### src/hw/rtl/logrgb_pkg.sv
package logrgb_pkg;

  localparam int MAX_WIDTH_DEF   = 1024;
  localparam int BLUR_RADIUS_DEF = 2;

  // one accumulator cell per Laplacian tap point
  localparam int NCELL  = 5;
  localparam int PROD_W = 40;   // 32-bit weight product times 8-bit sample

  localparam logic [2:0] PT_UP  = 3'd0;
  localparam logic [2:0] PT_DN  = 3'd1;
  localparam logic [2:0] PT_LF  = 3'd2;
  localparam logic [2:0] PT_RT  = 3'd3;
  localparam logic [2:0] PT_CTR = 3'd4;

  // one weighted tap travelling down the cell chain
  typedef struct packed {
    logic                         valid;
    logic [2:0]                   pid;
    logic [2:0][PROD_W-1:0]       prod;
  } tok_t;

  // mirror an index into [0, n-1], border pixel not repeated
  function automatic logic [12:0] reflect101(logic signed [14:0] i, logic [12:0] n);
    logic signed [14:0] ns;
    logic signed [14:0] r;
    ns = $signed({2'b00, n});
    if (i < 0) begin
      r = -i;
    end else if (i >= ns) begin
      r = ns + ns - 15'sd2 - i;
    end else begin
      r = i;
    end
    return r[12:0];
  endfunction

endpackage

### src/hw/rtl/logrgb_cell.sv
module logrgb_cell #(
  parameter int IDX  = 0,
  parameter int ACCW = 45
) (
  input  logic                        clk,
  input  logic                        rst,
  input  logic                        clear,
  input  logrgb_pkg::tok_t            tok_in,
  output logrgb_pkg::tok_t            tok_out,
  output logic [2:0][ACCW-1:0]        acc
);

  always_ff @(posedge clk) begin
    if (rst) begin
      tok_out.valid <= 1'b0;
    end else begin
      tok_out <= tok_in;
    end
  end

  // picks off taps addressed to this point, passes everything on
  always_ff @(posedge clk) begin
    if (clear) begin
      acc <= '0;
    end else if (tok_in.valid && tok_in.pid == 3'(IDX)) begin
      for (int ch = 0; ch < 3; ch++) begin
        acc[ch] <= acc[ch] + ACCW'(tok_in.prod[ch]);
      end
    end
  end

endmodule

### config.mk
export PLATFORM = sky130hd
export DESIGN_NAME = logrgb_cell
export DESIGN_NICKNAME = d
export VERILOG_FILES = /design/src/hw/rtl/logrgb_pkg.sv /design/src/hw/rtl/logrgb_cell.sv
export SDC_FILE = /design/constraint.sdc
export NUM_CORES = 1
export LEC_CHECK = 0
export BUFFER_PORTS_ARGS = -buffer_cell sky130_fd_sc_hd__buf_2
export CAP_MARGIN = 30
export CORE_ASPECT_RATIO = 0.8
export CORE_MARGIN = 2
export CORE_UTILIZATION = 58
export DETAILED_ROUTE_END_ITERATION = 16
export GPL_ROUTABILITY_DRIVEN = 1
export PLACE_DENSITY_LB_ADDON = 0.25
export SYNTH_ARGS = -nofsm -noshare
export SYNTH_HDL_FRONTEND = slang
export SYNTH_SLANG_ARGS = --single-unit
### constraint.sdc
create_clock -name clk -period 5.4 [get_ports clk]
set_clock_uncertainty 0.05 [all_clocks]
set_input_delay 0.54 -clock clk [delete_from_list [all_inputs] [get_ports clk]]
set_output_delay 0.54 -clock clk [all_outputs]
set_load 0.05 [all_outputs]
# Word level (Yosys, flattened, before mapping)
# Cells that the tools add are included.
[totals] register_bits=259 input_bits=127 out_inout_bits=259 wordCells=13
[op_classes] n_addsub=3 reduce_logical=2
[op_table] cell="45-bit by 40-bit adder with 45-bit output" count=3
[op_table] cell="3-bit logical NOT" count=1
[op_table] cell="1-bit logical AND" count=1

# Depth between registers and ports, before layout
[depth] depth_word=2 ltp_mapped=11 ltp_nobuf=11

# Worst setup path after synthesis
# No wires, ideal clock.
[synth_timing] kind="input to register" start="input port rst" end="register tok_out[0] (netlist name), enable pin" setup_ps=475 arrival_ps=2916 required_time_ps=4875 setup_slack_ps=1959 stages=1 path_buffers=0 cell_sequence="inv_1"
[synth_rtl] item="start, declared" line_no="logrgb_cell.sv:6" rtl="input logic rst,"
[synth_rtl] item="end signal, assigned" line_no="logrgb_cell.sv:17" rtl="tok_out <= tok_in;"
[synth_rtl] item="end, declared" line_no="logrgb_cell.sv:9" rtl="output logrgb_pkg::tok_t tok_out,"
# No word-level cell between the ends.

# Worst setup path after layout
[layout_timing] start="register acc[90] (netlist name)" end="register acc[132] (netlist name)"
[layout_via] elab_chain_cells=1
[layout_rtl] item="start, declared" line_no="logrgb_cell.sv:10" rtl="output logic [2:0][ACCW-1:0] acc"
[layout_rtl] item="start signal, assigned by index" line_no="logrgb_cell.sv:27" rtl="acc[ch] <= acc[ch] + ACCW'(tok_in.prod[ch]);"
[layout_rtl] item="45-bit by 40-bit adder with 45-bit output" line_no="logrgb_cell.sv:27"
# No other way between the ends.
# A chain may end at the register's enable or synchronous reset.

==> impl_metrics.ini <==
[sta]
worst_hold_slack_ps = 136
final.setup.tns_ps = 0
max_slew_margin_pct = 35.1
finalMaxSlewViolations = 0
max_freq_mhz = 288
rsz0062_at_grt = false
report.final.hold_viol_count = 0
post-route-min-period_ps = 3470
worst_pin_slew_ps = 973
fin_crit_sh_pct = 64.3
finalWorstSetupSlack_ps = 1930
setup_viol = 0

[finish]
final_layout_size_suffix_gt1_share_pct = 22.7
multiInputGateArea_sq_mm = 0.00837
post-route-cell-area_sq_mm = 0.0183
finalNetCount = 2254
antenna_cells = 0
layoutNonFillerInstCount = 2377
final_common_cell = buf_2
layout-area-overhead-vs-synth_pct = 20.5
seq_area_sq_mm = 0.00642
fill_cells = 2000
layout_common_cells = buf_2 (384), nand2_1 (267), a21oi_1 (231)

[cts]
post_cts_resized = 0
hold_buffers = 0
clkLatencyLatePin_ps = 550
cts-htree-levels = 1
clock-sinks = 259
cts.path.max_buffers = 3
clk_pin_slew_worst_paths_ps = 60
cts_setup_buffers = 0
root_buffer = clkbuf_16
cts_tree = built
numCtsBuffers = 28

[yosys]
ys_seq_area_share_pct = 42.3
synth-simple-area-share_pct = 16.3
synthDistinctLibCells = 78
synthesis.nets = 1913
synth_area_sq_mm = 0.0152
synth.avg_cell_area_sq_um = 9.12
synth_flop_cell = dfxtp_1
synth_top_family_by_area = compound AO/OA/AOI/OAI gates
synthCells = 1663
muxShareOfSynthArea_pct = 0.809
ys_ff_latch = 259
synth_compound_gate_area_share_pct = 22.9
synthArstFlopShare_pct = 0
yosys.area_share.adder_pct = 10.3
synth_xor_area_share_pct = 4.79
synth_edf_count = 123
yosys_warnings = 0

[drt]
vias = 14300
drtPass1Iterations = 7
routed_via_density = 6.01
wl_per_cell_um = 18.4
drcViolationCount = 0
detail-route-antenna-nets = 0
routed_wirelength_um = 43700
dr.first_iter.drc_count = 1108

[placed_design]
hpwl_um = 31900
portBuffers = 385
numPlacedInstances = 2325
placed_area_sq_mm = 0.0173
dp_slack_ps = 1680
place.gp.congestion = 0.959

[floorplanning]
die_h_um = 149
die_area_sq_mm = 0.0275
die_w_um = 185
rows = 52
io_pins = 386
initial_utilization_pct = 59.5
core_sq_mm = 0.0255

[job]
drv_cap = 0

[worst_setup_path]
cp_max_fo = 6
r2r_end = acc[132]
rr_startpoint = acc[90]
cp-end-kind = register
reg2regPathDepth = 11
worstPathRequired_ps = 5740
regToRegSetupSlack_ps = 1930
cp-start-kind = register
arrival_ps = 3810
path_class = register to register

[hold_path]
hold_depth = 1
min-delay-path-class = primary input to register
min-delay-start = tok_in[51]
worstHoldEndpoint = tok_out[51]

[pwr]
p_leak_nw = 8.40
peakVddDrop_uv = 296
pwr_density_cell_mw_per_mm2 = 286

[global_route]
grt_use_met2_pct = 49.6
busiest_layer = met2
grt_max_degree = 125
use_met3_pct = 5.34
grt.overflow.total = 0
grt_pass1_vias = 13200
gr-usage-all-layers_pct = 30.5
use_met1_pct = 41.8
grt_pass1_wl_um = 68100
antenna_found_initial = 0

[outcome]
outcome = finished clean
## cell usage after synthesis, drive strengths merged (28+ instances only)
master	count	share of area [%]
clkbuf	71	1.8
o21ai	77	2.5
ha	120	9.9
nand3	37	1.2
a21o	73	3.6
xnor2	58	3.3
nor3	28	0.92
edfxtp	123	24
dfxtp	136	18
nand2	267	6.6
nor2	76	1.9
a21oi	233	7.7
## power by group
part           total [mW]  internal [mW]  switching, mW  leakage (nW)
Clock                2.02           1.22          0.796         0.480
Sequential           2.20           2.16         0.0405          2.30
Combinational        1.00          0.271          0.732          5.62
## flip-flops by register name (all words and copies together), names as in the netlist
signal,count
tok_out,124
acc,135
## worst max-delay path, stage by stage (launching register included)
cell and delay [ps]:
dfxtp_1 340, ha_1 240, fa_1 430, a211oi_1 360
o21bai_1 190, a211oi_2 270, o21ai_1 210, o311ai_2 540
o21ai_1 160, a41oi_2 300, or3_1 150, a21oi_1 60
## logic make-up after synthesis
logic type / Yosys count
simple gates: 535
buf+inv: 101
fa+ha+maj: 123
compound gates: 551
xor+xnor: 83
mux: 11
flops: 259
## stage by stage
step	power (mW)	util (%)
2_1_floorplan	2.97	-
3_3_place_gp	3.22	67.8
3_5_place_dp	3.23	67.8
4_1_cts	5.25	71.6
5_1_grt	5.39	71.6
6_report	5.23	71.6
## area by class of cell
cell class	count	area share (%)
well taps	351	2.40
clock buffers	37	4.35
multi-input cells	1303	45.8
flip-flops and latches	259	35.1
clock inverters	15	1.01
repair buffers	390	10.8
inverters	22	0.466
## metal layers
metal / routed length [um] / share of wire, % / vias to the layer above
met1: 19200 / 44 / 6730
li1: - / - / 6885
met2: 19800 / 45 / 605
met5: 0 / 0 / -
met4: 1260 / 2.9 / 0
met3: 3350 / 7.7 / 76
## worst max path at each step
stage,from,endpoint,slack (ps)
6_report,acc[90],acc[132],1930
3_5_place_dp,tok_in[0],acc[36],1680
3_3_place_gp,tok_in[0],acc[36],1780
2_1_floorplan,rst,tok_out[0],1960
4_1_cts,acc[90],acc[132],1980
5_1_grt,acc[90],acc[130],1710
(Power assumes the default switching activity.)
